$ cat src/rtl/tfcs_pkg.sv
package tfcs_pkg;

    localparam int FREQ_W     = 24;
    localparam int TEMP_W     = 18;
    localparam int RANGE_W    = FREQ_W + 1;
    localparam int PROD_W     = FREQ_W + TEMP_W;
    localparam int DEN_W      = TEMP_W + 4;
    localparam int REM_W      = DEN_W + 1;
    localparam int QUO_W      = PROD_W + 2;
    localparam int SUM_W      = QUO_W + 1;
    localparam int DIV_CNT_W  = $clog2(PROD_W);
    localparam int PC_W       = 3;
    localparam int CFG_IDX_W  = 3;
    localparam int CFG_DATA_W = 24;
    localparam int S_TDATA_W  = 24;
    localparam int M_TDATA_W  = 24;

    localparam logic [FREQ_W-1:0] MIN_FREQ_RST  = FREQ_W'(800000);
    localparam logic [FREQ_W-1:0] MAX_FREQ_RST  = FREQ_W'(3000000);
    localparam logic [TEMP_W-1:0] NORMAL_RST    = TEMP_W'(50000);
    localparam logic [TEMP_W-1:0] TOLERANCE_RST = TEMP_W'(70000);
    localparam logic [TEMP_W-1:0] CRITICAL_RST  = TEMP_W'(90000);

    typedef enum logic [CFG_IDX_W-1:0] {
        REG_MIN_FREQ       = 3'd0,
        REG_MAX_FREQ       = 3'd1,
        REG_NORMAL_TEMP    = 3'd2,
        REG_TOLERANCE_TEMP = 3'd3,
        REG_CRITICAL_TEMP  = 3'd4
    } cfg_idx_t;

    typedef enum logic [1:0] {
        REGION_COOL = 2'd0,
        REGION_WARM = 2'd1,
        REGION_HOT  = 2'd2,
        REGION_HELD = 2'd3
    } region_t;

    typedef enum logic [2:0] {
        OP_NOP,
        OP_LOAD,
        OP_SETUP,
        OP_MUL,
        OP_DIV,
        OP_FIX,
        OP_WRITE
    } op_t;

    typedef enum logic [2:0] {
        COND_NEVER,
        COND_ALWAYS,
        COND_NO_INPUT,
        COND_SKIP,
        COND_DIV_MORE,
        COND_OUT_FULL
    } cond_t;

    typedef struct packed {
        op_t             op;
        cond_t           cond;
        logic [PC_W-1:0] target;
        logic            last;
    } ctrl_word_t;

    typedef struct packed {
        logic [FREQ_W-1:0] min_freq;
        logic [FREQ_W-1:0] max_freq;
        logic [TEMP_W-1:0] normal_temp;
        logic [TEMP_W-1:0] tolerance_temp;
        logic [TEMP_W-1:0] critical_temp;
    } cfg_t;

    typedef struct packed {
        logic load;
        logic setup;
        logic mul;
        logic div;
        logic fix;
        logic write;
    } dp_ctrl_t;

    typedef struct packed {
        logic skip;
        logic div_more;
    } dp_stat_t;

    localparam logic [PC_W-1:0] STEP_LOAD  = PC_W'(0);
    localparam logic [PC_W-1:0] STEP_SETUP = PC_W'(1);
    localparam logic [PC_W-1:0] STEP_MUL   = PC_W'(2);
    localparam logic [PC_W-1:0] STEP_DIV   = PC_W'(3);
    localparam logic [PC_W-1:0] STEP_FIX   = PC_W'(4);
    localparam logic [PC_W-1:0] STEP_WRITE = PC_W'(5);

    // microprogram: a taken condition jumps to target, else next step (or wrap on last)
    function automatic ctrl_word_t seq_rom(input logic [PC_W-1:0] addr);
        ctrl_word_t w;
        case (addr)
            STEP_LOAD:  w = '{op: OP_LOAD,  cond: COND_NO_INPUT, target: STEP_LOAD,  last: 1'b0};
            STEP_SETUP: w = '{op: OP_SETUP, cond: COND_NEVER,    target: STEP_LOAD,  last: 1'b0};
            STEP_MUL:   w = '{op: OP_MUL,   cond: COND_SKIP,     target: STEP_WRITE, last: 1'b0};
            STEP_DIV:   w = '{op: OP_DIV,   cond: COND_DIV_MORE, target: STEP_DIV,   last: 1'b0};
            STEP_FIX:   w = '{op: OP_FIX,   cond: COND_NEVER,    target: STEP_LOAD,  last: 1'b0};
            STEP_WRITE: w = '{op: OP_WRITE, cond: COND_OUT_FULL, target: STEP_WRITE, last: 1'b1};
            default:    w = '{op: OP_NOP,   cond: COND_ALWAYS,   target: STEP_LOAD,  last: 1'b1};
        endcase
        return w;
    endfunction

endpackage

$ cat src/rtl/tfcs_datapath.sv
module tfcs_datapath (
    input  logic                       aclk,
    input  logic                       aresetn,
    input  tfcs_pkg::dp_ctrl_t         ctrl,
    input  tfcs_pkg::cfg_t             cfg,
    input  logic [tfcs_pkg::TEMP_W-1:0] in_temp,
    input  logic                       in_hold,
    output tfcs_pkg::dp_stat_t         stat,
    output logic [tfcs_pkg::FREQ_W-1:0] cap_khz,
    output tfcs_pkg::region_t          region
);
    import tfcs_pkg::*;

    logic [TEMP_W-1:0]         temp_reg, temp_next;
    logic                      hold_reg, hold_next;
    region_t                   region_reg, region_next;
    logic [TEMP_W-1:0]         dt_reg, dt_next;
    logic [FREQ_W-1:0]         rmag_reg, rmag_next;
    logic [DEN_W-1:0]          den_reg, den_next;
    logic                      neg_reg, neg_next;
    logic                      zspan_reg, zspan_next;
    logic                      skip_reg, skip_next;
    logic signed [RANGE_W-1:0] range_reg, range_next;
    logic [PROD_W-1:0]         num_reg, num_next;
    logic [DEN_W-1:0]          rem_reg, rem_next;
    logic [DIV_CNT_W-1:0]      cnt_reg, cnt_next;
    logic signed [QUO_W-1:0]   q_reg, q_next;
    logic [FREQ_W-1:0]         cap_reg, cap_next;
    region_t                   out_region_reg, out_region_next;

    logic signed [RANGE_W-1:0] range_c;
    logic signed [TEMP_W:0]    span_c;
    logic [TEMP_W-1:0]         span_mag;
    logic [TEMP_W-1:0]         dt_c;
    logic                      hot_c;
    logic                      warm_c;
    region_t                   region_c;
    logic [PROD_W-1:0]         prod_c;
    logic [REM_W-1:0]          rem_sh;
    logic                      rem_ge;
    logic                      round_up;
    logic [QUO_W-1:0]          qmag;
    logic signed [SUM_W-1:0]   cur_s, q_s, lo_s, hi_s, v_s;
    logic [FREQ_W-1:0]         cap_c;

    // operand setup
    always_comb begin
        range_c = $signed({1'b0, cfg.max_freq}) - $signed({1'b0, cfg.min_freq});
        hot_c   = temp_reg >= cfg.tolerance_temp;
        warm_c  = temp_reg >= cfg.normal_temp;
        if (hold_reg) begin
            region_c = REGION_HELD;
        end else if (hot_c) begin
            region_c = REGION_HOT;
        end else if (warm_c) begin
            region_c = REGION_WARM;
        end else begin
            region_c = REGION_COOL;
        end
        if (hot_c) begin
            span_c = $signed({1'b0, cfg.critical_temp}) - $signed({1'b0, cfg.tolerance_temp});
            dt_c   = temp_reg - cfg.tolerance_temp;
        end else begin
            span_c = $signed({1'b0, cfg.tolerance_temp}) - $signed({1'b0, cfg.normal_temp});
            dt_c   = temp_reg - cfg.normal_temp;
        end
        span_mag = span_c[TEMP_W] ? TEMP_W'(-span_c) : span_c[TEMP_W-1:0];
    end

    assign prod_c = PROD_W'(rmag_reg) * PROD_W'(dt_reg);

    // one restoring step
    assign rem_sh = {rem_reg, num_reg[PROD_W-1]};
    assign rem_ge = rem_sh >= {1'b0, den_reg};

    assign round_up = (region_reg == REGION_HOT) ? !neg_reg : neg_reg;
    assign qmag     = QUO_W'(num_reg) + QUO_W'(round_up && (rem_reg != '0));

    // cap update
    always_comb begin
        cur_s = $signed({{(SUM_W-FREQ_W){1'b0}}, cap_reg});
        lo_s  = $signed({{(SUM_W-FREQ_W){1'b0}}, cfg.min_freq});
        hi_s  = $signed({{(SUM_W-FREQ_W){1'b0}}, cfg.max_freq});
        q_s   = zspan_reg ? SUM_W'(range_reg) : SUM_W'(q_reg);
        case (region_reg)
            REGION_HOT: begin
                v_s = cur_s - q_s;
                if (v_s < lo_s) v_s = lo_s;
            end
            REGION_WARM: begin
                v_s = cur_s + q_s;
                if (v_s > hi_s) v_s = hi_s;
            end
            REGION_COOL: v_s = hi_s;
            default:     v_s = cur_s;
        endcase
        if (v_s < 0) begin
            cap_c = '0;
        end else if (v_s > $signed({{(SUM_W-FREQ_W){1'b0}}, {FREQ_W{1'b1}}})) begin
            cap_c = '1;
        end else begin
            cap_c = v_s[FREQ_W-1:0];
        end
    end

    always_comb begin
        temp_next       = temp_reg;
        hold_next       = hold_reg;
        region_next     = region_reg;
        dt_next         = dt_reg;
        rmag_next       = rmag_reg;
        den_next        = den_reg;
        neg_next        = neg_reg;
        zspan_next      = zspan_reg;
        skip_next       = skip_reg;
        range_next      = range_reg;
        num_next        = num_reg;
        rem_next        = rem_reg;
        cnt_next        = cnt_reg;
        q_next          = q_reg;
        cap_next        = cap_reg;
        out_region_next = out_region_reg;
        if (ctrl.load) begin
            temp_next = in_temp;
            hold_next = in_hold;
        end
        if (ctrl.setup) begin
            region_next = region_c;
            dt_next     = dt_c;
            rmag_next   = range_c[RANGE_W-1] ? FREQ_W'(-range_c) : range_c[FREQ_W-1:0];
            den_next    = (DEN_W'(span_mag) << 3) + (DEN_W'(span_mag) << 1);
            neg_next    = range_c[RANGE_W-1] ^ span_c[TEMP_W];
            zspan_next  = (region_c == REGION_HOT) && (span_c == '0);
            skip_next   = (region_c == REGION_HELD) || (region_c == REGION_COOL)
                          || ((region_c == REGION_HOT) && (span_c == '0));
            range_next  = range_c;
        end
        if (ctrl.mul) begin
            num_next = prod_c;
            rem_next = '0;
            cnt_next = DIV_CNT_W'(PROD_W - 1);
        end
        if (ctrl.div) begin
            rem_next = rem_ge ? DEN_W'(rem_sh - {1'b0, den_reg}) : rem_sh[DEN_W-1:0];
            num_next = {num_reg[PROD_W-2:0], rem_ge};
            cnt_next = cnt_reg - 1'b1;
        end
        if (ctrl.fix) begin
            q_next = neg_reg ? -$signed(qmag) : $signed(qmag);
        end
        if (ctrl.write) begin
            cap_next        = cap_c;
            out_region_next = region_reg;
        end
    end

    always_ff @(posedge aclk) begin
        if (!aresetn) begin
            cap_reg <= MAX_FREQ_RST;
        end else begin
            cap_reg <= cap_next;
        end
    end

    always_ff @(posedge aclk) begin
        temp_reg       <= temp_next;
        hold_reg       <= hold_next;
        region_reg     <= region_next;
        dt_reg         <= dt_next;
        rmag_reg       <= rmag_next;
        den_reg        <= den_next;
        neg_reg        <= neg_next;
        zspan_reg      <= zspan_next;
        skip_reg       <= skip_next;
        range_reg      <= range_next;
        num_reg        <= num_next;
        rem_reg        <= rem_next;
        cnt_reg        <= cnt_next;
        q_reg          <= q_next;
        out_region_reg <= out_region_next;
    end

    assign stat.skip     = skip_reg;
    assign stat.div_more = cnt_reg != '0;
    assign cap_khz       = cap_reg;
    assign region        = out_region_reg;

endmodule

$ cat src/rtl/thermal_frequency_cap_stepper.sv
// Thermal frequency cap stepper. Each input beat carries the hottest zone
// temperature (millidegrees) and a hold flag; each one yields exactly one
// output beat with the updated cap in kHz and the region code. A tick that
// needs a proportional step runs load, setup, multiply, a restoring divide
// that produces one quotient bit per cycle, fix and write; held, cool and
// zero-span ticks go from multiply straight to write. The sequencer is
// back at load in the cycle after the result is written, so a new beat is
// taken only once the previous one has been written; a result still
// waiting in the output register holds the write step until it is taken.
// The result sits in an output register, so the next beat is accepted while it waits.
// Items are processed one at a time. Configuration writes are always ready.
module thermal_frequency_cap_stepper (
    input  logic                             aclk,
    input  logic                             aresetn,
    input  logic                             s_tvalid,
    output logic                             s_tready,
    input  logic [tfcs_pkg::S_TDATA_W-1:0]   s_tdata,  // [17:0] hottest_temp
    input  logic [0:0]                       s_tuser,  // [0] hold
    output logic                             m_tvalid,
    input  logic                             m_tready,
    output logic [tfcs_pkg::M_TDATA_W-1:0]   m_tdata,  // [23:0] cap_khz
    output logic [1:0]                       m_tuser,  // [1:0] region
    input  logic                             cfg_valid,
    output logic                             cfg_ready,
    input  logic [tfcs_pkg::CFG_IDX_W-1:0]   cfg_index,
    input  logic [tfcs_pkg::CFG_DATA_W-1:0]  cfg_data
);
    import tfcs_pkg::*;

    logic [PC_W-1:0] pc_reg, pc_next;
    logic            m_tvalid_reg, m_tvalid_next;
    cfg_t            cfg_reg, cfg_next;

    ctrl_word_t        cw;
    logic              out_full;
    logic              cond_hit;
    logic              write_fire;
    dp_ctrl_t          dp_ctrl;
    dp_stat_t          dp_stat;
    logic [FREQ_W-1:0] cap_khz;
    region_t           region;

    assign cw         = seq_rom(pc_reg);
    assign out_full   = m_tvalid_reg && !m_tready;
    assign write_fire = (cw.op == OP_WRITE) && !out_full;
    assign s_tready   = cw.op == OP_LOAD;
    assign cfg_ready  = 1'b1;

    always_comb begin
        case (cw.cond)
            COND_NEVER:    cond_hit = 1'b0;
            COND_ALWAYS:   cond_hit = 1'b1;
            COND_NO_INPUT: cond_hit = !s_tvalid;
            COND_SKIP:     cond_hit = dp_stat.skip;
            COND_DIV_MORE: cond_hit = dp_stat.div_more;
            COND_OUT_FULL: cond_hit = out_full;
            default:       cond_hit = 1'b1;
        endcase
    end

    always_comb begin
        if (cond_hit) begin
            pc_next = cw.target;
        end else if (cw.last) begin
            pc_next = STEP_LOAD;
        end else begin
            pc_next = pc_reg + 1'b1;
        end
    end

    assign dp_ctrl.load  = s_tvalid && s_tready;
    assign dp_ctrl.setup = cw.op == OP_SETUP;
    assign dp_ctrl.mul   = cw.op == OP_MUL;
    assign dp_ctrl.div   = cw.op == OP_DIV;
    assign dp_ctrl.fix   = cw.op == OP_FIX;
    assign dp_ctrl.write = write_fire;

    always_comb begin
        if (write_fire) begin
            m_tvalid_next = 1'b1;
        end else if (m_tready) begin
            m_tvalid_next = 1'b0;
        end else begin
            m_tvalid_next = m_tvalid_reg;
        end
    end

    always_comb begin
        cfg_next = cfg_reg;
        if (cfg_valid && cfg_ready) begin
            case (cfg_index)
                REG_MIN_FREQ:       cfg_next.min_freq       = cfg_data[FREQ_W-1:0];
                REG_MAX_FREQ:       cfg_next.max_freq       = cfg_data[FREQ_W-1:0];
                REG_NORMAL_TEMP:    cfg_next.normal_temp    = cfg_data[TEMP_W-1:0];
                REG_TOLERANCE_TEMP: cfg_next.tolerance_temp = cfg_data[TEMP_W-1:0];
                REG_CRITICAL_TEMP:  cfg_next.critical_temp  = cfg_data[TEMP_W-1:0];
                default:            cfg_next = cfg_reg;
            endcase
        end
    end

    always_ff @(posedge aclk) begin
        if (!aresetn) begin
            pc_reg       <= STEP_LOAD;
            m_tvalid_reg <= 1'b0;
            cfg_reg      <= '{min_freq:       MIN_FREQ_RST,
                              max_freq:       MAX_FREQ_RST,
                              normal_temp:    NORMAL_RST,
                              tolerance_temp: TOLERANCE_RST,
                              critical_temp:  CRITICAL_RST};
        end else begin
            pc_reg       <= pc_next;
            m_tvalid_reg <= m_tvalid_next;
            cfg_reg      <= cfg_next;
        end
    end

    tfcs_datapath u_datapath (
        .aclk    (aclk),
        .aresetn (aresetn),
        .ctrl    (dp_ctrl),
        .cfg     (cfg_reg),
        .in_temp (s_tdata[TEMP_W-1:0]),
        .in_hold (s_tuser[0]),
        .stat    (dp_stat),
        .cap_khz (cap_khz),
        .region  (region)
    );

    assign m_tvalid = m_tvalid_reg;
    assign m_tdata  = M_TDATA_W'(cap_khz);
    assign m_tuser  = region;

endmodule

$ cat config.mk
export PLATFORM = sky130hd
export DESIGN_NAME = thermal_frequency_cap_stepper
export DESIGN_NICKNAME = d
export VERILOG_FILES = /design/src/rtl/tfcs_pkg.sv /design/src/rtl/tfcs_datapath.sv /design/src/rtl/thermal_frequency_cap_stepper.sv
export SDC_FILE = /design/constraint.sdc
export NUM_CORES = 2
export LEC_CHECK = 0
export BUFFER_PORTS_ARGS = -buffer_cell sky130_fd_sc_hd__buf_4
export CORE_UTILIZATION = 65
export DETAILED_ROUTE_END_ITERATION = 6
export PLACE_DENSITY = 0.82
export SYNTH_ARGS = -nofsm -noshare
export SYNTH_HDL_FRONTEND = slang
export SYNTH_SLANG_ARGS = --single-unit
$ cat constraint.sdc
create_clock -name aclk -period 14.2 [get_ports aclk]
set_input_delay 0.71 -clock aclk [delete_from_list [all_inputs] [get_ports aclk]]
set_output_delay 0.71 -clock aclk [all_outputs]
set_load 0.02 [all_outputs]
==> impl_metrics.yaml <==
status:
  status: "complete, no violations"
synthesis:
  synth_cell_types: 108
  ys_ff_latch: 357
  syn_area_sq_um: 42300
  synthCells: 4940
  synth-seq-area-share_pct: 22.3
  synth_area_per_cell_sq_um: 8.56
  synth_flop_cell: "edfxtp_1"
  syn_nets: 5722
  yosysWarnings: 0
  synth_edf_count: 227
  synth-async-reset-ratio_pct: 0
route:
  antenna_left: 0
  drc_errors: 0
  vias_per_cell: 6.23
  routed_wl_um: 120000
  num_vias: 35991
  detail_route.wl_per_cell_um: 20.7
  dr.pass1.iters: 6
  drt-initial-drc-count: 3637
sta:
  finalSetupViolations: 0
  hold_viol: 0
  rsz0062_at_grt: "no"
  fin_crit_ns: 8.14
  slew_viol_final: 0
  clock_skew_ns: 0.0247
  fin_ws_ns: 6.06
  fin_crit_sh_pct: 57.3
  max_freq_ghz: 0.123
  maxSlewHeadroom_pct: 19.7
  max_slew.worst_pin.slew_ns: 1.20
  setup_tns_ns: 0
clock_tree:
  cts_made_buffers: 42
  clockRootBuffer: "clkbuf_16"
  cts.hold.buffers_added: 0
  cts.htree.levels: 2
  tritoncts: "built"
  clk_pin_slew_ns: 0.06
  clk_latency_ns: 0.60
  cts_setup_buffers: 0
  cts.sinks: 357
  cts_resized: 0
  clockBufferDepth: 3
setup_path:
  slowest_delay_ns: 0.94
  cpMaxStageDelayCell: "nor4_1"
  end_kind: "flop"
  crit_chain: "buf_4, mux2i_1, ha_1, inv_1, nand4_1, nor4_1, nand4_1, nand2_1, a21boi_0, xnor2_1, ha_1, nand4_1, nor2_1, nand3_1, nor4_1, nor3_1, a2111oi_4, a21o_4, mux2_2, a221oi_1, o21ai_0"
  worst-endpoint-arrival_ns: 8.59
  cp_max_fo: 61
  critPathLaunchType: "flop"
  critPathMostFrequentCell: "nand4_1"
  required_ns: 14.65
  critical_path_class: "flop to flop"
placed_design:
  place_ws_ns: 6.40
  dp_hpwl_um: 92100
  portBuffers: 78
  gp_congestion: 1.02
cells_and_area:
  diodes: 0
  fin_nets: 5671
  largest_reg_flops: 102
  syn2layout_area_growth_pct: 6.12
  mostFrequentLayoutCell: "nand2_1"
  most-common-layout-cells: "717 x nand2_1, 622 x inv_1, 364 x ha_1"
  drive_gt1_share_pct: 5.59
die:
  rows: 93
  initial_core_util_pct: 65.7
  dieWidth_um: 257
  io_pins: 86
  coreArea_sq_um: 64300
  design.die.area_sq_um: 66100
  die_h_um: 257
grt:
  grtUsageTotal_pct: 36.2
  grt_pass1_wl_um: 189000
  grt_max_degree: 104
  antenna_found_initial: 1
  grt_pass1_vias: 34971
  overflow: 0
worst_hold_path:
  hold_class: "primary input to flop"
run:
  drv_cap: 0
-- cell families after synthesis --
| group | after synthesis | synth area share [%] |
|---|---|---|
| compound gates | 1033 | 16.2 |
| xor+xnor | 308 | 6.38 |
| fa+ha+maj | 725 | 27.8 |
| buf+inv | 840 | 7.65 |
| flops | 357 | 22.3 |
| mux | 78 | 1.88 |
| other cells | 1 | 0.00886 |
| simple gates | 1598 | 17.7 |
-- worst paths after layout --
kind	start	to	slack [ns]	cells after the start
worst min-delay path	s_tdata[15]	u_datapath.temp_reg[15]$_DFFE_PP_	0.29	1
worst min register to register	cfg_reg[101]$_SDFFE_PN0P_	cfg_reg[101]$_SDFFE_PN0P_	0.47	2
worst max register to register	u_datapath.zspan_reg$_DFFE_PN_	u_datapath.cap_khz[10]$_SDFFE_PN1P_	6.06	21
worst max-delay path	u_datapath.zspan_reg$_DFFE_PN_	u_datapath.cap_khz[10]$_SDFFE_PN1P_	6.06	21
-- final cells by class --
class | count | area, sq um
Tap cell | 855 | 1070
Fill cell | 5030 | 19500
Multi-Input combinational cell | 3743 | 29700
Inverter | 625 | 2350
Sequential cell | 357 | 9420
Timing Repair Buffer | 120 | 901
Clock inverter | 23 | 290
Clock buffer | 54 | 1170
-- worst max-delay path, delay by kind of cell, from the launching register on --
family                   cells  cell delay (ns)
AO/OA/AOI/OAI                5             1.68
XOR/XNOR                     1             0.36
adder cells (fa/ha/maj)      2             0.68
buffers and inverters        2             0.82
flip-flops                   1             0.32
multiplexers                 2             0.95
AND/OR/NAND/NOR              9             3.06
-- per-stage QoR --
step	instance area, sq um	util [%]	hold slack, ns	instances
floorplan	42300	-	0.424	4940
global placement	43400	67.5	0.453	5700
detailed placement	43400	67.5	0.459	5700
CTS	44900	69.8	0.267	5777
global route	44900	69.8	0.282	5777
finish	44900	69.8	0.289	5777
-- metal layers --
layer	GRT usage, %	share of wire [%]
met5	0	0
met4	18.8	5.6
met3	5.29	8.7
met2	58.1	46
met1	47.6	40
-- synthesized netlist by cell type (130+ instances only) --
master	count	area share (%)
edfxtp_1	227	16
inv_1	622	5.5
a21oi_1	257	3.0
clkbuf_1	174	1.5
dfxtp_1	130	6.2
nor2_1	279	2.5
nand2_1	718	6.4
o21ai_0	210	2.5
fa_1	361	17
and2_1	147	2.2
xnor2_1	201	4.2
ha_1	364	11
Power is not shown: default switching activity piles up to over one toggle a cycle in this logic, so the estimate is an artifact.
